### src/id3tfe_pkg.sv
// ----------------------------------------------------------------------------
// id3tfe_pkg
// Shared types and constants of the ID3v2.4 text frame extractor.
// ----------------------------------------------------------------------------
`default_nettype none

package id3tfe_pkg;

    localparam int unsigned WIN_LEN = 8;

    // Field index of the comment frame (five bytes skipped after its header)
    localparam logic [2:0] FIELD_COMM = 3'd5;

    // Eight-byte look-behind window, entry 0 is the oldest byte
    typedef logic [WIN_LEN-1:0][7:0] t_window;

    // Result of the window compare
    typedef struct packed {
        logic        hit;
        logic [2:0]  field;
        logic [28:0] length;   // content length after the encoding/skip bytes
    } t_match;

    function automatic logic [31:0] frame_tag(input logic [2:0] f);
        logic [31:0] id;
        unique case (f)
            3'd0:    id = "TIT2";
            3'd1:    id = "TPE1";
            3'd2:    id = "TALB";
            3'd3:    id = "TRCK";
            3'd4:    id = "TDRC";
            3'd5:    id = "COMM";
            3'd6:    id = "TCON";
            default: id = 32'h0;
        endcase
        return id;
    endfunction

endpackage

`default_nettype wire

### src/id3tfe_if.sv
// ----------------------------------------------------------------------------
// id3tfe_if
// Valid/ready channels for file bytes in and extracted results out.
// ----------------------------------------------------------------------------
`default_nettype none

interface id3tfe_in_if;
    logic       valid;
    logic       ready;
    logic [7:0] data_byte;
    logic       first_byte;
    logic       final_byte;

    modport source (output valid, output data_byte, output first_byte,
                    output final_byte, input ready);
    modport sink   (input valid, input data_byte, input first_byte,
                    input final_byte, output ready);
endinterface

interface id3tfe_out_if;
    logic       valid;
    logic       ready;
    logic       has_content;
    logic [2:0] field_index;
    logic [7:0] content_byte;
    logic       field_end;
    logic       has_status;
    logic [1:0] status;

    modport source (output valid, output has_content, output field_index,
                    output content_byte, output field_end, output has_status,
                    output status, input ready);
    modport sink   (input valid, input has_content, input field_index,
                    input content_byte, input field_end, input has_status,
                    input status, output ready);
endinterface

`default_nettype wire

### src/id3tfe_match.sv
// ----------------------------------------------------------------------------
// id3tfe_match
// Compares the look-behind window against the frame IDs and decodes the
// frame size into the remaining content length.
// ----------------------------------------------------------------------------
`default_nettype none

module id3tfe_match #(
    parameter int unsigned FRAME_KINDS = 7
) (
    input  wire id3tfe_pkg::t_window i_window,
    output id3tfe_pkg::t_match       o_match
);

    logic [31:0] w_id;
    logic [28:0] w_size;
    logic [28:0] w_sub;

    assign w_id = {i_window[0], i_window[1], i_window[2], i_window[3]};

    // Size bytes are OR-ed in whole at 7-bit steps
    assign w_size = 29'(i_window[7])
                  | (29'(i_window[6]) << 7)
                  | (29'(i_window[5]) << 14)
                  | (29'(i_window[4]) << 21);

    always_comb begin
        o_match.hit   = 1'b0;
        o_match.field = 3'd0;
        for (int f = int'(FRAME_KINDS) - 1; f >= 0; f--) begin
            if (w_id == id3tfe_pkg::frame_tag(3'(f))) begin
                o_match.hit   = 1'b1;
                o_match.field = 3'(f);
            end
        end
        w_sub = (o_match.field == id3tfe_pkg::FIELD_COMM) ? 29'd5 : 29'd1;
        // Saturate a short frame to zero content bytes
        o_match.length = (w_size > w_sub) ? (w_size - w_sub) : 29'd0;
    end

endmodule

`default_nettype wire

### src/id3tfe_unit.sv
// ----------------------------------------------------------------------------
// id3v24_text_frame_extractor_unit
// Parses the ID3v2.4 header and streams the content bytes of the title,
// artist, album, track, year, comment and genre frames.
// ----------------------------------------------------------------------------
// Each accepted byte's result is written to the output register.
// Throughput: one byte per cycle while the sink keeps up; the parse state updates in the accept cycle.
// A byte is taken while a result waits as long as the sink takes it that cycle.
// Reset (i_rst_n low, synchronous) returns to idle and empties the output;
// until a byte with first_byte set arrives, bytes are consumed without result.
// ----------------------------------------------------------------------------
`default_nettype none

module id3v24_text_frame_extractor_unit #(
    parameter int unsigned FRAME_KINDS = 7
) (
    input  wire             i_clk,
    input  wire             i_rst_n,
    id3tfe_in_if.sink       i_in,
    id3tfe_out_if.source    o_out
);

    localparam logic [2:0] PH_IDLE    = 3'd0;
    localparam logic [2:0] PH_HEADER  = 3'd1;
    localparam logic [2:0] PH_SCAN    = 3'd2;
    localparam logic [2:0] PH_SKIP    = 3'd3;
    localparam logic [2:0] PH_CONTENT = 3'd4;
    localparam logic [2:0] PH_DONE    = 3'd5;

    localparam logic [1:0] ST_PARSED  = 2'd0;
    localparam logic [1:0] ST_NOT_ID3 = 2'd1;
    localparam logic [1:0] ST_BAD_VER = 2'd2;

    localparam logic [3:0] HDR_LAST   = 4'd9;
    localparam logic [3:0] WIN_FULL   = 4'd8;
    localparam logic [7:0] VERSION    = 8'h04;

    // Parse state
    logic [2:0]              r_phase,     n_phase;
    logic [3:0]              r_hdr_cnt,   n_hdr_cnt;
    logic [28:0]             r_tag_size,  n_tag_size;
    logic [29:0]             r_body_pos,  n_body_pos;
    id3tfe_pkg::t_window     r_win,       n_win;
    logic [3:0]              r_win_fill,  n_win_fill;
    logic [2:0]              r_frames,    n_frames;
    logic [2:0]              r_field,     n_field;
    logic [2:0]              r_skip,      n_skip;
    logic [28:0]             r_cont_rem,  n_cont_rem;

    // Result register
    logic       r_o_valid;
    logic       r_o_has_c;
    logic [2:0] r_o_field;
    logic [7:0] r_o_byte;
    logic       r_o_fend;
    logic       r_o_has_s;
    logic [1:0] r_o_status;

    logic                w_accept;
    id3tfe_pkg::t_window w_shift;
    id3tfe_pkg::t_match  w_match;

    logic       c_has_c;
    logic       c_has_s;
    logic       c_fend;
    logic [1:0] c_status;
    logic       c_done;
    logic       c_end_body;
    logic [7:0] c_magic;

    assign i_in.ready = !r_o_valid || o_out.ready;
    assign w_accept   = i_in.valid && i_in.ready;

    // Window after shifting in the current byte
    always_comb begin
        for (int i = 0; i < int'(id3tfe_pkg::WIN_LEN) - 1; i++) begin
            w_shift[i] = r_win[i+1];
        end
        w_shift[id3tfe_pkg::WIN_LEN-1] = i_in.data_byte;
    end

    id3tfe_match #(
        .FRAME_KINDS (FRAME_KINDS)
    ) u_match (
        .i_window (w_shift),
        .o_match  (w_match)
    );

    always_comb begin
        n_phase    = r_phase;
        n_hdr_cnt  = r_hdr_cnt;
        n_tag_size = r_tag_size;
        n_body_pos = r_body_pos;
        n_win      = r_win;
        n_win_fill = r_win_fill;
        n_frames   = r_frames;
        n_field    = r_field;
        n_skip     = r_skip;
        n_cont_rem = r_cont_rem;
        c_has_c    = 1'b0;
        c_has_s    = 1'b0;
        c_fend     = 1'b0;
        c_status   = ST_PARSED;
        c_done     = 1'b0;
        c_end_body = 1'b0;
        c_magic    = 8'h00;

        if (i_in.first_byte) begin
            n_phase    = PH_HEADER;
            n_hdr_cnt  = 4'd0;
            n_tag_size = 29'd0;
            n_body_pos = 30'd0;
            n_win_fill = 4'd0;
            n_frames   = 3'd0;
            n_field    = 3'd0;
            n_skip     = 3'd0;
            n_cont_rem = 29'd0;
        end

        unique case (n_hdr_cnt[1:0])
            2'd0:    c_magic = "I";
            2'd1:    c_magic = "D";
            2'd2:    c_magic = "3";
            default: c_magic = 8'h00;
        endcase

        if (n_phase == PH_HEADER) begin
            if (n_hdr_cnt < 4'd3 && i_in.data_byte != c_magic) begin
                c_has_s  = 1'b1;
                c_status = ST_NOT_ID3;
            end else if (n_hdr_cnt == 4'd3 && i_in.data_byte != VERSION) begin
                c_has_s  = 1'b1;
                c_status = ST_BAD_VER;
            end else begin
                unique case (n_hdr_cnt)
                    4'd6:    n_tag_size[28:21] = n_tag_size[28:21] | i_in.data_byte;
                    4'd7:    n_tag_size[21:14] = n_tag_size[21:14] | i_in.data_byte;
                    4'd8:    n_tag_size[14:7]  = n_tag_size[14:7]  | i_in.data_byte;
                    4'd9:    n_tag_size[7:0]   = n_tag_size[7:0]   | i_in.data_byte;
                    default: n_tag_size = n_tag_size;
                endcase
                if (n_hdr_cnt == HDR_LAST) begin
                    if (n_tag_size == 29'd0 || i_in.final_byte) begin
                        c_has_s  = 1'b1;
                        c_status = ST_PARSED;
                    end else begin
                        n_phase    = PH_SCAN;
                        n_win_fill = 4'd0;
                        n_body_pos = 30'd0;
                    end
                end else if (i_in.final_byte) begin
                    c_has_s  = 1'b1;
                    c_status = ST_NOT_ID3;
                end
                n_hdr_cnt = n_hdr_cnt + 4'd1;
            end
        end else if (n_phase == PH_SCAN || n_phase == PH_SKIP ||
                     n_phase == PH_CONTENT) begin
            n_body_pos = n_body_pos + 30'd1;
            c_end_body = (n_body_pos >= {1'b0, n_tag_size}) || i_in.final_byte;

            priority case (n_phase)
                PH_SCAN: begin
                    n_win = w_shift;
                    if (n_win_fill < WIN_FULL) begin
                        n_win_fill = n_win_fill + 4'd1;
                    end
                    if (n_win_fill >= WIN_FULL && w_match.hit) begin
                        n_frames   = n_frames + 3'd1;
                        n_field    = w_match.field;
                        n_cont_rem = w_match.length;
                        // rest of frame header (2) plus encoding or comment prefix
                        n_skip     = (w_match.field == id3tfe_pkg::FIELD_COMM) ?
                                     3'd7 : 3'd3;
                        n_phase    = PH_SKIP;
                    end
                end
                PH_SKIP: begin
                    n_skip = n_skip - 3'd1;
                    if (n_skip == 3'd0) begin
                        if (n_cont_rem == 29'd0) begin
                            if (n_frames >= 3'(FRAME_KINDS)) begin
                                c_done = 1'b1;
                            end else begin
                                n_phase    = PH_SCAN;
                                n_win_fill = 4'd0;
                            end
                        end else begin
                            n_phase = PH_CONTENT;
                        end
                    end
                end
                default: begin
                    c_has_c    = 1'b1;
                    n_cont_rem = n_cont_rem - 29'd1;
                    if (n_cont_rem == 29'd0) begin
                        c_fend = 1'b1;
                        if (n_frames >= 3'(FRAME_KINDS)) begin
                            c_done = 1'b1;
                        end else begin
                            n_phase    = PH_SCAN;
                            n_win_fill = 4'd0;
                        end
                    end
                    if (c_end_body) begin
                        c_fend = 1'b1;   // content cut off at the end of the body
                    end
                end
            endcase

            if (c_done || c_end_body) begin
                c_has_s  = 1'b1;
                c_status = ST_PARSED;
            end
        end

        if (c_has_s) begin
            n_phase = PH_DONE;
        end
    end

    always_ff @(posedge i_clk) begin
        if (!i_rst_n) begin
            r_phase    <= PH_IDLE;
            r_hdr_cnt  <= 4'd0;
            r_tag_size <= 29'd0;
            r_body_pos <= 30'd0;
            r_win_fill <= 4'd0;
            r_frames   <= 3'd0;
            r_field    <= 3'd0;
            r_skip     <= 3'd0;
            r_cont_rem <= 29'd0;
            r_o_valid  <= 1'b0;
        end else begin
            if (w_accept) begin
                r_phase    <= n_phase;
                r_hdr_cnt  <= n_hdr_cnt;
                r_tag_size <= n_tag_size;
                r_body_pos <= n_body_pos;
                r_win_fill <= n_win_fill;
                r_frames   <= n_frames;
                r_field    <= n_field;
                r_skip     <= n_skip;
                r_cont_rem <= n_cont_rem;
                r_o_valid  <= c_has_c || c_has_s;
            end else if (o_out.ready) begin
                r_o_valid  <= 1'b0;
            end
        end
    end

    // Payload registers, no reset needed
    always_ff @(posedge i_clk) begin
        if (w_accept) begin
            r_win      <= n_win;
            r_o_has_c  <= c_has_c;
            r_o_field  <= c_has_c ? n_field : 3'd0;
            r_o_byte   <= c_has_c ? i_in.data_byte : 8'd0;
            r_o_fend   <= c_has_c && c_fend;
            r_o_has_s  <= c_has_s;
            r_o_status <= c_has_s ? c_status : ST_PARSED;
        end
    end

    assign o_out.valid        = r_o_valid;
    assign o_out.has_content  = r_o_has_c;
    assign o_out.field_index  = r_o_field;
    assign o_out.content_byte = r_o_byte;
    assign o_out.field_end    = r_o_fend;
    assign o_out.has_status   = r_o_has_s;
    assign o_out.status       = r_o_status;

endmodule

`default_nettype wire
### src/flat_wrapper.sv
// flat-port wrapper written by rule: the top's interface ports become plain ports
module id3v24_text_frame_extractor_unit_flat 
#(
    parameter int unsigned FRAME_KINDS = 7
)
  (i_clk, i_rst_n, i_in_valid, i_in_data_byte, i_in_first_byte, i_in_final_byte, i_in_ready, o_out_valid, o_out_has_content, o_out_field_index, o_out_content_byte, o_out_field_end, o_out_has_status, o_out_status, o_out_ready);
  id3tfe_in_if i_in_i ();
  id3tfe_out_if o_out_i ();
  input  wire i_clk;
  input  wire i_rst_n;
  input wire logic [$bits(i_in_i.valid)-1:0] i_in_valid;
  input wire logic [$bits(i_in_i.data_byte)-1:0] i_in_data_byte;
  input wire logic [$bits(i_in_i.first_byte)-1:0] i_in_first_byte;
  input wire logic [$bits(i_in_i.final_byte)-1:0] i_in_final_byte;
  output wire logic [$bits(i_in_i.ready)-1:0] i_in_ready;
  output wire logic [$bits(o_out_i.valid)-1:0] o_out_valid;
  output wire logic [$bits(o_out_i.has_content)-1:0] o_out_has_content;
  output wire logic [$bits(o_out_i.field_index)-1:0] o_out_field_index;
  output wire logic [$bits(o_out_i.content_byte)-1:0] o_out_content_byte;
  output wire logic [$bits(o_out_i.field_end)-1:0] o_out_field_end;
  output wire logic [$bits(o_out_i.has_status)-1:0] o_out_has_status;
  output wire logic [$bits(o_out_i.status)-1:0] o_out_status;
  input wire logic [$bits(o_out_i.ready)-1:0] o_out_ready;
  assign i_in_i.valid = i_in_valid;
  assign i_in_i.data_byte = i_in_data_byte;
  assign i_in_i.first_byte = i_in_first_byte;
  assign i_in_i.final_byte = i_in_final_byte;
  assign i_in_ready = i_in_i.ready;
  assign o_out_valid = o_out_i.valid;
  assign o_out_has_content = o_out_i.has_content;
  assign o_out_field_index = o_out_i.field_index;
  assign o_out_content_byte = o_out_i.content_byte;
  assign o_out_field_end = o_out_i.field_end;
  assign o_out_has_status = o_out_i.has_status;
  assign o_out_status = o_out_i.status;
  assign o_out_i.ready = o_out_ready;
  id3v24_text_frame_extractor_unit #(.FRAME_KINDS(FRAME_KINDS)) u_core (.i_clk(i_clk), .i_rst_n(i_rst_n), .i_in(i_in_i), .o_out(o_out_i));
endmodule
### config.mk
export PLATFORM = sky130hd
export DESIGN_NAME = id3v24_text_frame_extractor_unit_flat
export DESIGN_NICKNAME = d
export VERILOG_FILES = /design/src/id3tfe_pkg.sv /design/src/id3tfe_if.sv /design/src/id3tfe_match.sv /design/src/id3tfe_unit.sv /design/src/flat_wrapper.sv
export SDC_FILE = /design/constraint.sdc
export NUM_CORES = 1
export LEC_CHECK = 0
export BUFFER_PORTS_ARGS = -buffer_cell sky130_fd_sc_hd__buf_2
export CORE_ASPECT_RATIO = 1.75
export CORE_MARGIN = 4
export CORE_UTILIZATION = 40
export CTS_BUF_LIST = sky130_fd_sc_hd__clkbuf_16
export DETAILED_ROUTE_END_ITERATION = 16
export PLACE_DENSITY_LB_ADDON = 0.15
export SETUP_SLACK_MARGIN = 0.4
export SLEW_MARGIN = 25
export SYNTH_ARGS = -nofsm -noshare
export SYNTH_HDL_FRONTEND = slang
export SYNTH_HIERARCHICAL = 1
export SYNTH_SLANG_ARGS = --single-unit
### constraint.sdc
create_clock -name i_clk -period 15 [get_ports i_clk]
set_input_delay 1.5 -clock i_clk [delete_from_list [all_inputs] [get_ports i_clk]]
set_output_delay 1.5 -clock i_clk [all_outputs]
set_load 0.03 [all_outputs]
Word-level counts from Yosys, hierarchy flattened
Cells that the tools add are included.
Cells by class
  order comparisons: 6
  muxes and demuxes: 133
  $add $sub $neg: 7
  reductions and logical operators: 23
  bitwise logic cells: 9
  equal/unequal tests: 21
Operators with widths (count)
  29-bit two-way mux: 9
  32-bit by 31-bit equality test with 1-bit output (second input constant): 7
  30-bit two-way mux: 7
  4-bit two-way mux: 26
  29-bit logical NOT: 3
  3-bit two-way mux: 29
  29-bit one-hot mux with 2 select lines: 1
  7-bit two-way mux: 8
  6-bit two-way mux: 8
  1-bit two-way mux: 35
  8-bit OR: 4
  30-bit by 1-bit adder with 30-bit output (second input constant): 1
  30-bit by 29-bit greater-or-equal comparator with 1-bit output: 1
  29-bit by 3-bit > comparator with 1-bit output: 1
  22-bit by 29-bit OR with 29-bit output: 1
  29-bit by 1-bit subtractor with 29-bit output (second input constant): 1
  29-bit by 3-bit subtractor with 29-bit output: 1
  15-bit by 22-bit OR with 22-bit output: 1
  7-bit one-hot mux with 3 select lines: 1
  8-bit by 15-bit OR with 15-bit output: 1
  3-bit one-hot mux with 2 select lines: 2
  4-bit by 1-bit adder with 4-bit output (second input constant): 2
  4-bit by 3-bit equality test with 1-bit output (second input constant): 2
  4-bit equality test (second input constant): 2
  28 further kinds: 45
Storage, ports and cells
  register bits: 181
  logic and storage cells: 223
  input port bits: 14
  output and inout port bits: 18

Logic depth before layout (Yosys ltp)
Gate-level depths: netlist of the first run.
  depth in word-level cells: 16
  mapped depth: 18
  mapped depth without buffers: 16

Hierarchy
The synthesis of the first run kept the hierarchy.
By module, submodules not included
  id3v24_text_frame_extractor_unit: times used 1, cells an instance 1176, sequential area each 4344.2 sq um, area each 10151.0 sq um
  id3tfe_match: times used 1, cells an instance 174, sequential area each 0.0 sq um, area each 1098.6 sq um

Worst setup path after synthesis of the first run
No wires, ideal clock.
  path type: input to register
  start: in o_out_ready
  end: reg u_core/r_win[10] (netlist name) (enable)
  stages: 6
  slack: 8.048 ns
  arrival time: 6.413 ns
  buffers on the path: 1
  required time: 14.461 ns
  library setup time: 0.539 ns
  path through: nand2b_1 nand2_1 inv_1 clkbuf_1 nand2_1 nor3_1
On the way
  longest elaborated chain between the ends: 3
RTL lines
  from (decl): line flat_wrapper.sv:23  | input wire logic [$bits(o_out_i.ready)-1:0] o_out_ready;
  1-bit logical OR: line id3tfe_unit.sv:71  | assign i_in.ready = !r_o_valid || o_out.ready;
  1-bit logical AND: line id3tfe_unit.sv:72  | assign w_accept = i_in.valid && i_in.ready;
  4-bit AND reduction (no line)
  to (signal assigned): line id3tfe_unit.sv:255  | r_win <= n_win;
  to (decl): line id3tfe_unit.sv:43  | id3tfe_pkg::t_window r_win, n_win;
Every way passes these cells.
A chain may end at the register's enable or synchronous reset.

Worst setup path after layout of the first run
  start: in i_in_first_byte
  end: reg u_core.r_o_has_s (netlist: u_core/o_out.has_status) (data pin)
On the way
  longest elaborated chain between the ends: 13
  elaborated cells between the ends (all ways): 84
  classes of those cells: 3 x add/sub; 3 x order compare; 12 x eq/ne; 50 x mux; 4 x bitwise; 12 x reduce/logical
RTL lines
  from (decl): line flat_wrapper.sv:13  | input wire logic [$bits(i_in_i.first_byte)-1:0] i_in_first_byte;
  parallel branches: the longest is 12 deep, another holds 30-bit by 1-bit adder with 30-bit output
  1-bit two-way mux (*): line id3tfe_unit.sv:127  | if (n_phase == PH_HEADER) begin
  named net u_core.c_has_s: line id3tfe_unit.sv:64  | logic c_has_s;
  to (signal assigned): line id3tfe_unit.sv:260  | r_o_has_s <= c_has_s;
  to (decl): line id3tfe_unit.sv:56  | logic r_o_has_s;
Mark *: on every way through the listed nets, which the timed path passes. The select of a mux whose other input is x is not followed.

==> results.py, run 1 <==
metrics = {
    "setup_path": {
        "cp-end-kind": "register",
        "cp_top_family": "simple AND/OR/NAND/NOR gates",
        "start_kind": "input port",
        "cp_num_buf_inv": 2,
        "rr_worst_depth": 15,
        "crit_cells": 17,
        "worst_path_largest_cell_delay_ps": 880,
        "crit_path_max_fanout": 33,
        "crit_type": "input port to register",
        "cp_cell_sequence": "buf_2 > buf_4 > nand4b_1 > or3_1 > nor4_1 > nand3_1 > xor2_1 > nor2_1 > ha_1 > a211oi_1 > nor2_1 > a2111oi_0 > o21ai_0 > a211oi_1 > a22oi_1 > a21oi_1 > nand2_1",
        "crit_slowest_cell": "nor4_1",
        "cp.required_ps": 15200,
        "critPathArrivalTime_ps": 6210,
    },
    "logic_synthesis": {
        "syn-cell-area_um2": 11200,
        "synth-seq-cells": 181,
        "synthesis.nets": 1408,
        "synth_area_per_cell_um2": 8.33,
        "synthFlopType": "dfxtp_1",
        "synth_edf_count": 72,
        "netlist_instances": 1350,
        "async_flop_share_pct": 0,
        "ys_seq_area_share_pct": 38.6,
        "ys_types": 79,
        "yosysWarnings": 6,
    },
    "routing": {
        "drc": 0,
        "first_pass_iters": 5,
        "routedWlPerCell_um": 21.3,
        "viasPerCell": 5.99,
        "drtIter0Drc": 694,
        "num_vias": 10300,
        "postRouteAntennaNets": 0,
        "routed_wirelength_mm": 36.6,
    },
    "sta": {
        "rsz0062_at_grt": "false",
        "period_needed_ps": 6010,
        "slew_headroom_pct": 25.5,
        "fin_setup_tns_ps": 0,
        "period_share_pct": 40.1,
        "worst_pin_slew_ps": 1110,
        "timing_hold_violations_final": 0,
        "setup_viol": 0,
        "finalClockSkew_ps": 11.9,
        "fmax_mhz": 166,
        "finalMaxSlewViolations": 0,
        "fin_ws_ps": 8990,
        "fin_hold_ws_ps": 451,
    },
    "min_path": {
        "hp-class": "register to register",
        "holdPathStages": 0,
    },
    "floorplan": {
        "dieArea_um2": 31000,
        "ioPinCount": 32,
        "core_region_area_um2": 27900,
        "floorplan.initialDensity_pct": 40.4,
        "die_h_um": 230,
        "die_width_um": 135,
        "num_rows": 81,
    },
    "placed_design": {
        "post-place-ws_ps": 8560,
        "hpwl_mm": 26.8,
        "gp_congestion": 0.948,
        "numPortBuffers": 31,
    },
    "flow_run": {
        "maxCapViolCount": 0,
    },
    "finish": {
        "syn_to_final_growth_pct": 8.95,
        "final_core_util_pct": 44.0,
        "drive_gt1_share_pct": 8.12,
        "layout_commonest_cell": "nor2_1",
        "n_antenna_cell": 0,
        "num-fill-cells": 2820,
        "nets": 1388,
        "mostFrequentLayoutCells": "nor2_1 (209), nand2_1 (128), dfxtp_1 (109)",
    },
    "grt": {
        "track_usage_pct": 23.7,
        "grt_pass1_vias": 10200,
        "grt_pass1_wl_mm": 56.8,
        "grt-ovfl-total": 0,
        "antenna_found_initial": 0,
        "grt_max_degree": 70,
    },
    "clocking": {
        "cts_tree": "done",
        "clock_path_buffers": 2,
        "cts_hold_buf": 0,
        "postCtsSetupBuffers": 0,
        "cts_buffers": 17,
        "clk_pin_slew_worst_paths_ps": 70,
        "cts_resized": 0,
        "clock-sinks": 181,
        "cts_root_buffer": "clkbuf_16",
        "clock_latency_ps": 450,
        "cts_max_level": 4,
    },
    "pwr": {
        "p_leak_nw": 4.23,
        "powerDensity_nw_per_um2": 92.6,
        "ir_drop_mv": 0.0815,
        "power.total_mw": 1.14,
    },
    "run_status": {
        "status": "finished, final reports clean",
    },
}
[path summary, 6_finish.rpt]
check	startpoint	end	slack, ps
max	i_in_first_byte	u_core/o_out.has_status	8990
min	u_core/r_win[30]	u_core/r_win[22]	450
max reg2reg	u_core/r_body_pos[0]	u_core/o_out.has_status	10060
min reg2reg	u_core/r_win[30]	u_core/r_win[22]	450
[worst register-to-register path: stages, from the launching register on]
cell and delay (ps):
dfxtp_1 540, nand4_1 270, or3_1 570, nor4_1 880
nand3_1 220, xor2_1 190, nor2_1 140, ha_1 260
a211oi_1 250, nor2_1 80, a2111oi_0 350, o21ai_0 130
a211oi_1 320, a22oi_1 150, a21oi_1 270, nand2_1 80
[Yosys cell counts, types with 4 or more instances]
| cell type | instances | area (um^2) |
|---|---|---|
| nor2_1 | 210 | 788 |
| nand2_1 | 128 | 480 |
| dfxtp_1 | 109 | 2180 |
| a21oi_1 | 88 | 440 |
| edfxtp_1 | 72 | 2160 |
| clkbuf_1 | 71 | 267 |
| a22oi_1 | 62 | 465 |
| o21ai_0 | 61 | 305 |
| ha_1 | 44 | 551 |
| nor4_1 | 37 | 231 |
| nand3_1 | 35 | 175 |
| xnor2_1 | 35 | 307 |
| xor2_1 | 35 | 307 |
| nor3_1 | 32 | 160 |
| nand4_1 | 27 | 169 |
| inv_1 | 25 | 93.8 |
| nor2b_1 | 18 | 113 |
| or4_1 | 18 | 135 |
| or3_1 | 17 | 106 |
| and2_1 | 15 | 93.8 |
| a31oi_1 | 13 | 81.3 |
| and3_1 | 12 | 75.1 |
| buf_1 | 11 | 41.3 |
| nor3b_1 | 11 | 82.6 |
| a211oi_1 | 10 | 75.1 |
| a221oi_1 | 10 | 87.6 |
| nand4b_1 | 9 | 78.8 |
| nand2b_1 | 8 | 50.1 |
| nor4b_1 | 8 | 70.1 |
| nor4bb_1 | 6 | 60.1 |
| o211ai_1 | 6 | 45.0 |
| o31ai_1 | 6 | 45.0 |
| or4_4 | 6 | 67.6 |
| a2111oi_0 | 5 | 43.8 |
| a32oi_1 | 5 | 43.8 |
| o22ai_1 | 5 | 31.3 |
| o31a_1 | 5 | 43.8 |
| or2_2 | 5 | 31.3 |
| a311oi_1 | 4 | 35.0 |
| a41oi_1 | 4 | 35.0 |
| nand3b_1 | 4 | 30.0 |
[flip-flops by register name, summed over array words and instances, names as in the netlist, 4 cells and up]
| name | count |
|---|---|
| u_core/o_out.content_byte | 8 |
| u_core/r_cont_rem | 29 |
| u_core/r_hdr_cnt | 4 |
| u_core/r_win | 56 |
| u_core/r_body_pos | 30 |
| u_core/r_tag_size | 29 |
| u_core/r_win_fill | 4 |
[cell type report]
| type | count | area, um^2 | share of cell area, % |
|---|---|---|---|
| multi-input cells | 1055 | 6470 | 52.8 |
| inverters | 27 | 101 | 0.827 |
| well taps | 373 | 467 | 3.81 |
| clock buffers | 17 | 425 | 3.47 |
| flip-flops and latches | 181 | 4340 | 35.4 |
| repair buffers | 48 | 283 | 2.31 |
| clock inverters | 15 | 169 | 1.38 |
[where the power goes]
part	switching [mW]	total, mW	internal (mW)
clock network	0.214	0.465	0.251
logic	0.101	0.146	0.0446
registers	0.00902	0.524	0.515
total	0.325	1.14	0.811
[routing by layer]
layer	up-vias	part of all wire, %	global-route usage [%]
met5	-	0	0
met4	0	6.3	14.8
met3	92	2.6	2.93
met2	254	55	44.7
met1	4987	36	24.1
li1	4945	-	-
[per-stage QoR]
step / cell area (um^2) / instances
global placement: 11700 / 1684
finish: 12300 / 1716
floorplan: 11200 / 1350
CTS: 12300 / 1716
global route: 12300 / 1716
detailed placement: 11700 / 1684
[cell families (layout without fill, tap and decap cells)]
family,Yosys count,after routing,synth area share (%)
AO/OA/AOI/OAI,312,312,18.2
flip-flops,181,181,38.6
adder cells (fa/ha/maj),44,44,4.89
XOR/XNOR,70,70,5.45
buffers and inverters,114,107,4.03
AND/OR/NAND/NOR,625,625,28.4
multiplexers,4,4,0.367
Power figures use the tool's default switching activity.
==> run 2, diff against run 1 <==
--- a/config.mk
+++ b/config.mk
@@ -5,6 +5,7 @@
 export SDC_FILE = /design/constraint.sdc
 export NUM_CORES = 1
 export LEC_CHECK = 0
+export ABC_AREA = 1
 export BUFFER_PORTS_ARGS = -buffer_cell sky130_fd_sc_hd__buf_2
 export CORE_ASPECT_RATIO = 1.75
 export CORE_MARGIN = 4
==> constraint.sdc (replaced) <==
create_clock -name i_clk -period 5.7 [get_ports i_clk]
set_input_delay 0.57 -clock i_clk [delete_from_list [all_inputs] [get_ports i_clk]]
set_output_delay 0.57 -clock i_clk [all_outputs]
set_load 0.03 [all_outputs]
==> run 2 against run 1 <==
Against the previous run:
- synthesized area grew 17%
- worst setup slack got worse by 7200 ps
- synthesized cell count up 47%
- die area is 16% higher
- hold slack got worse by 69 ps
- clock skew rose by 2.1 ps
- critical path depth increased by 8
- clock power grew to 2.6 times the previous value
- sequential cell count stayed put
- combinational power rose to 4.4 times the previous value
- highest routed layer unchanged
==> results.py, run 2 <==
metrics = {
    "run_status": {
        "status": "finished, final reports clean",
    },
    "setup_path": {
        "critPathArrivalTime_ps": 4320,
        "crit_type": "input port to register",
        "critPathMostFrequentCell": "nand2_1",
        "start_kind": "input port",
        "crit_slowest_cell": "xnor2_1",
        "worst_path_largest_cell_delay_ps": 330,
        "cp-end-kind": "register",
        "crit_path_max_fanout": 26,
        "cp.required_ps": 6070,
    },
    "routing": {
        "postRouteAntennaNets": 0,
        "drc": 0,
        "drtIter0Drc": 1057,
        "viasPerCell": 5.60,
        "routed_wirelength_mm": 45.1,
        "first_pass_iters": 8,
        "num_vias": 13300,
        "routedWlPerCell_um": 19.0,
    },
    "sta": {
        "rsz0062_at_grt": "false",
        "timing_hold_violations_final": 0,
        "worst_pin_slew_ps": 910,
        "finalMaxSlewViolations": 0,
        "fin_setup_tns_ps": 0,
        "slew_headroom_pct": 39.3,
        "period_needed_ps": 3950,
        "finalClockSkew_ps": 13.9,
        "period_share_pct": 69.4,
        "fin_hold_ws_ps": 382,
        "fin_ws_ps": 1750,
        "fmax_mhz": 253,
        "setup_viol": 0,
    },
    "clocking": {
        "postCtsSetupBuffers": 0,
        "cts_root_buffer": "clkbuf_16",
        "cts_resized": 0,
        "cts_hold_buf": 0,
        "clock-sinks": 181,
        "cts_buffers": 17,
        "clk_pin_slew_worst_paths_ps": 70,
        "clock_latency_ps": 470,
        "cts_max_level": 4,
        "cts_tree": "done",
        "clock_path_buffers": 2,
    },
    "floorplan": {
        "die_h_um": 248,
        "ioPinCount": 32,
        "dieArea_um2": 36000,
        "die_width_um": 145,
        "floorplan.initialDensity_pct": 40.7,
        "core_region_area_um2": 32300,
        "num_rows": 87,
    },
    "finish": {
        "drive_gt1_share_pct": 8.33,
        "final_core_util_pct": 43.7,
        "num-fill-cells": 3442,
        "nets": 2025,
        "mostFrequentLayoutCells": "nand2_1 (512), nor2_1 (267), inv_1 (222)",
        "stdcell_count": 2380,
        "n_antenna_cell": 0,
        "seq_area_um2": 4340,
        "largest_register_ffs": 56,
        "final_area_um2": 14100,
        "layout_commonest_cell": "nand2_1",
        "syn_to_final_growth_pct": 7.31,
        "multi_input_area_um2": 7510,
        "largest_registers": "u_core/r_win (56), u_core/r_body_pos (30)",
        "regMostFlops": "u_core/r_win",
    },
    "logic_synthesis": {
        "ys_seq_area_share_pct": 33.0,
        "synth_edf_count": 72,
        "synthTopCellsByCount": "nand2_1 (513), nor2_1 (271), inv_1 (223)",
        "synth_area_leaders": "dfxtp_1 (17%), edfxtp_1 (16%), nand2_1 (15%)",
        "synth_top_cell_area_share_pct": 16.6,
        "synthesis.nets": 2039,
        "async_flop_share_pct": 0,
        "synth_area_per_cell_um2": 6.65,
        "syn-cell-area_um2": 13200,
        "synthFlopType": "dfxtp_1",
        "yosys.area.top_type": "dfxtp_1",
        "ys_types": 54,
        "yosysWarnings": 6,
        "synth-seq-cells": 181,
        "netlist_instances": 1981,
        "yosysMostFrequentCell": "nand2_1",
    },
    "grt": {
        "antenna_found_initial": 0,
        "grt_pass1_wl_mm": 70.9,
        "grt_pass1_vias": 13300,
        "grt-ovfl-total": 0,
        "track_usage_pct": 25.1,
        "grt_max_degree": 102,
    },
    "placed_design": {
        "placed_cells": 2348,
        "gp_congestion": 0.946,
        "hpwl_mm": 34.2,
        "placed_cell_area_um2": 13500,
        "post-place-ws_ps": 1360,
        "numPortBuffers": 31,
    },
    "flow_run": {
        "maxCapViolCount": 0,
    },
    "pwr": {
        "p_leak_nw": 6.23,
        "ir_drop_mv": 0.226,
        "powerDensity_nw_per_um2": 230,
        "power.total_mw": 3.25,
    },
    "min_path": {
        "hp-class": "input port to register",
    },
}
## run 2: cell types whose count changed after synthesis, moves of 23 or more
cell and delta:
nand2_1 +385, inv_1 +198, nand3_1 +90, o21ai_0 +64, nor2_1 +61, a22oi_1 -49, nor4_1 -35, nor2_2 +29
clkbuf_1 -27, xnor2_1 -24, o211ai_1 +23
## run 2: per-layer routing
metal / up-vias / wire length [um] / GRT usage, % / part of all wire, %
met4: 0 / 3770 / 19.6 / 8.3
li1: 6542 / - / - / -
met3: 162 / 1400 / 2.77 / 3.1
met5: - / 0 / 0 / 0
met2: 388 / 24100 / 48.4 / 53
met1: 6240 / 15900 / 24.3 / 35
## run 2: layout make-up
class / count / area share, %
clock buffer: 17 / 3.01
clock inverter: 15 / 1.15
inverter: 237 / 6.31
multi-input combinational: 1482 / 53.2
sequential: 181 / 30.7
tap: 400 / 3.54
timing repair buffer: 48 / 2.09
## run 2: worst paths after layout
path | endpoint | startpoint | slack [ps] | cells past startpoint
setup / recovery | u_core/r_phase[2] | i_in_first_byte | 1750 | 25
hold / removal | u_core/o_out.valid | i_in_valid | 380 | 3
setup reg to reg | u_core/r_cont_rem[27] | u_core/r_win[28] | 1980 | 16
hold reg to reg | u_core/r_win[14] | u_core/r_win[22] | 450 | 0
## run 2: worst max-delay path: cells and delay by family
kind / cells / cell delay [ps]
fa+ha+maj: 1 / 310
buf+inv: 6 / 950
xor+xnor: 1 / 330
compound gates: 2 / 270
simple gates: 15 / 1870
## run 2: cells by family (layout without fill, tap and decap cells)
kind of cell | after synthesis | after routing | synth area share, %
AND/OR/NAND/NOR | 1031 | 1031 | 33.6
adder cells (fa/ha/maj) | 44 | 44 | 4.18
AO/OA/AOI/OAI | 366 | 366 | 16.4
buffers and inverters | 318 | 317 | 10.1
XOR/XNOR | 41 | 41 | 2.73
flip-flops | 181 | 181 | 33.0
## run 2: power breakdown
part	total, mW	internal (mW)	switching (mW)
Sequential	1.42	1.38	0.0373
Combinational	0.636	0.174	0.462
Clock	1.20	0.587	0.611
==> run 3, diff against run 2 <==
--- a/config.mk
+++ b/config.mk
@@ -5,7 +5,7 @@
 export SDC_FILE = /design/constraint.sdc
 export NUM_CORES = 1
 export LEC_CHECK = 0
-export ABC_AREA = 1
+export ABC_AREA = 0
 export BUFFER_PORTS_ARGS = -buffer_cell sky130_fd_sc_hd__buf_2
 export CORE_ASPECT_RATIO = 1.75
 export CORE_MARGIN = 4
==> constraint.sdc (replaced) <==
create_clock -name i_clk -period 3.4 [get_ports i_clk]
set_input_delay 0.34 -clock i_clk [delete_from_list [all_inputs] [get_ports i_clk]]
set_output_delay 0.34 -clock i_clk [all_outputs]
set_load 0.03 [all_outputs]
==> run 3 against run 2 <==
Against the previous run:
- the flow now finishes with violations (negative setup slack)
- clock power grew 75%
- hold slack worse by 130 ps
- largest cell class unchanged
- cell area increased by 8.0%
- count of clock-buffer cells in the layout did not move
- routed wire length shrank 7.8%
- critical path depth shrank 8
- largest power group unchanged
- core utilization up 11 points
- combinational power is 34% higher
- non-clock buffer count grew 241
==> results.py, run 3 (same netlist as run 1, synthesis figures left out) <==
metrics = {
    "setup_path": {
        "crit_slowest_cell": "edfxtp_1",
        "crit_type": "register to register",
        "critPathArrivalTime_ps": 3820,
        "r2r_start": "u_core/r_win[37]",
        "crit_cells": 17,
        "cp.required_ps": 3710,
        "cp_top_family": "simple AND/OR/NAND/NOR gates",
        "cp_cell_sequence": "nor4b_4 > nand2_1 > nor3_2 > nand2_2 > ha_4 > o21a_1 > nand2b_4 > or2_4 > a2111oi_4 > buf_4 > clkbuf_16 > buf_8 > nor2_4 > nand2_2 > o211ai_1 > o21ai_1 > a21oi_1",
        "endpoint": "u_core/r_cont_rem[1]",
        "rr_worst_depth": 17,
        "start_kind": "register",
        "worst_path_largest_cell_delay_ps": 440,
        "cp-startpoint": "u_core/r_win[37]",
        "critPathMostFrequentCell": "nand2_2",
        "reg2reg_slack_ps": -120,
        "crit_path_max_fanout": 4,
        "r2r-end": "u_core/r_cont_rem[1]",
        "cp_num_buf_inv": 3,
        "cp-end-kind": "register",
    },
    "grt": {
        "track_usage_pct": 26.6,
        "grt_pass1_vias": 11700,
        "grt-ovfl-total": 0,
        "antenna_found_initial": 0,
        "grt_max_degree": 57,
        "grt_pass1_wl_mm": 63.8,
    },
    "sta": {
        "finalMaxSlewViolations": 0,
        "slew_headroom_pct": 43.5,
        "timing_hold_violations_final": 0,
        "fmax_mhz": 284,
        "finalClockSkew_ps": 11.7,
        "fin_ws_ps": -116,
        "rsz0062_at_grt": "true",
        "period_needed_ps": 3520,
        "period_share_pct": 103,
        "worst_pin_slew_ps": 847,
        "setup_viol": 32,
    },
    "clocking": {
        "clock_path_buffers": 2,
        "cts_tree": "done",
        "cts_root_buffer": "clkbuf_16",
        "clock-sinks": 181,
        "cts_buffers": 17,
        "cts_max_level": 4,
        "clock_latency_ps": 460,
        "cts_hold_buf": 0,
        "clk_pin_slew_worst_paths_ps": 80,
    },
    "run_status": {
        "violations": "negative setup slack",
        "status": "complete, but fails checks",
    },
    "finish": {
        "mostFrequentLayoutCells": "buf_4 (224), nor2_1 (181), nand2_1 (115)",
        "largest_registers": "u_core/r_win (56), u_core/r_body_pos (30)",
        "num-fill-cells": 2568,
        "nets": 1629,
        "n_antenna_cell": 0,
        "drive_gt1_share_pct": 31.9,
        "syn_to_final_growth_pct": 35.7,
        "layout_commonest_cell": "buf_4",
        "largest_register_ffs": 56,
        "final_core_util_pct": 54.8,
        "regMostFlops": "u_core/r_win",
        "multi_input_area_um2": 7330,
        "seq_area_um2": 4360,
    },
    "routing": {
        "num_vias": 11600,
        "routed_wirelength_mm": 41.6,
        "drtIter0Drc": 822,
        "routedWlPerCell_um": 21.3,
        "postRouteAntennaNets": 0,
        "viasPerCell": 5.94,
        "first_pass_iters": 5,
        "drc": 0,
    },
    "min_path": {
        "holdPathStages": 3,
        "hp-class": "input port to register",
    },
    "flow_run": {
        "maxCapViolCount": 0,
    },
    "floorplan": {
        "floorplan.initialDensity_pct": 40.4,
        "die_width_um": 135,
        "num_rows": 81,
        "dieArea_um2": 31000,
        "ioPinCount": 32,
        "core_region_area_um2": 27900,
        "die_h_um": 230,
    },
    "placed_design": {
        "numPortBuffers": 31,
        "hpwl_mm": 29.6,
        "gp_congestion": 0.996,
    },
    "pwr": {
        "p_leak_nw": 5.81,
        "ir_drop_mv": 0.351,
        "power.total_mw": 5.25,
        "powerDensity_nw_per_um2": 344,
    },
}
run 3: how the worst min path moves through the flow:
| stage | to | slack (ps) | from |
|---|---|---|---|
| finish | u_core/o_out.valid | 250 | o_out_ready |
| global route | u_core/o_out.valid | 250 | o_out_ready |
| CTS | u_core/o_out.valid | 210 | o_out_ready |
| detailed placement | u_core/r_win[22] | 430 | u_core/r_win[30] |
| global placement | u_core/r_win[22] | 420 | u_core/r_win[30] |
| floorplan | u_core/r_win[22] | 420 | u_core/r_win[30] |
run 3: routing by layer:
| layer | wire, um | part of all wire, % | vias to the layer above | GRT usage, % |
|---|---|---|---|---|
| met2 | 22400 | 54 | 370 | 49.6 |
| met5 | 0 | 0 | - | 0 |
| met1 | 14100 | 34 | 5649 | 25.5 |
| met4 | 3670 | 8.8 | 0 | 20.9 |
| met3 | 1480 | 3.6 | 174 | 3.83 |
| li1 | - | - | 5431 | - |
run 3: per-stage QoR:
stage	setup WS (ps)	hold slack, ps	instances	cell area, um^2	setup TNS [ps]
after global placement	-387	422	1854	13200	-7570
after global routing	-264	249	1957	15300	-7510
final	-116	248	1957	15300	-2050
after detailed placement	-459	425	1854	13200	-8400
after floorplan	-397	415	1350	11500	-1690
after CTS	-72.5	206	1943	14800	-476
run 3: worst reg2reg max path, stage by stage, from the launching register on:
cell and delay [ps]:
edfxtp_1 440, nor4b_4 360, nand2_1 150, nor3_2 260, nand2_2 130, ha_4 240, o21a_1 110, nand2b_4 140
or2_4 260, a2111oi_4 360, buf_4 210, clkbuf_16 150, buf_8 110, nor2_4 30, nand2_2 50, o211ai_1 100
o21ai_1 170, a21oi_1 80
run 3: where the power goes:
part,total (mW),leakage (nW),switching [mW],internal (mW)
registers,2.31,1.55,0.0330,2.27
logic,0.851,3.95,0.524,0.327
clock network,2.10,0.312,0.952,1.14
total,5.25,5.81,1.51,3.74
run 3: final cells by class:
type | count | share of cell area [%]
clock buffer | 17 | 2.79
clock inverter | 15 | 1.21
inverter | 27 | 0.664
multi-input combinational | 1055 | 48.0
sequential | 181 | 28.5
tap | 373 | 3.06
timing repair buffer | 289 | 15.7
run 3: what timing repair did:
action                                  in CTS  in global routing
cloned                                       5                  1
endpoints found under the setup margin      51                 75
gates resized for setup                    134                 80
buffers inserted                            52                 13
pin swaps                                   65                 56
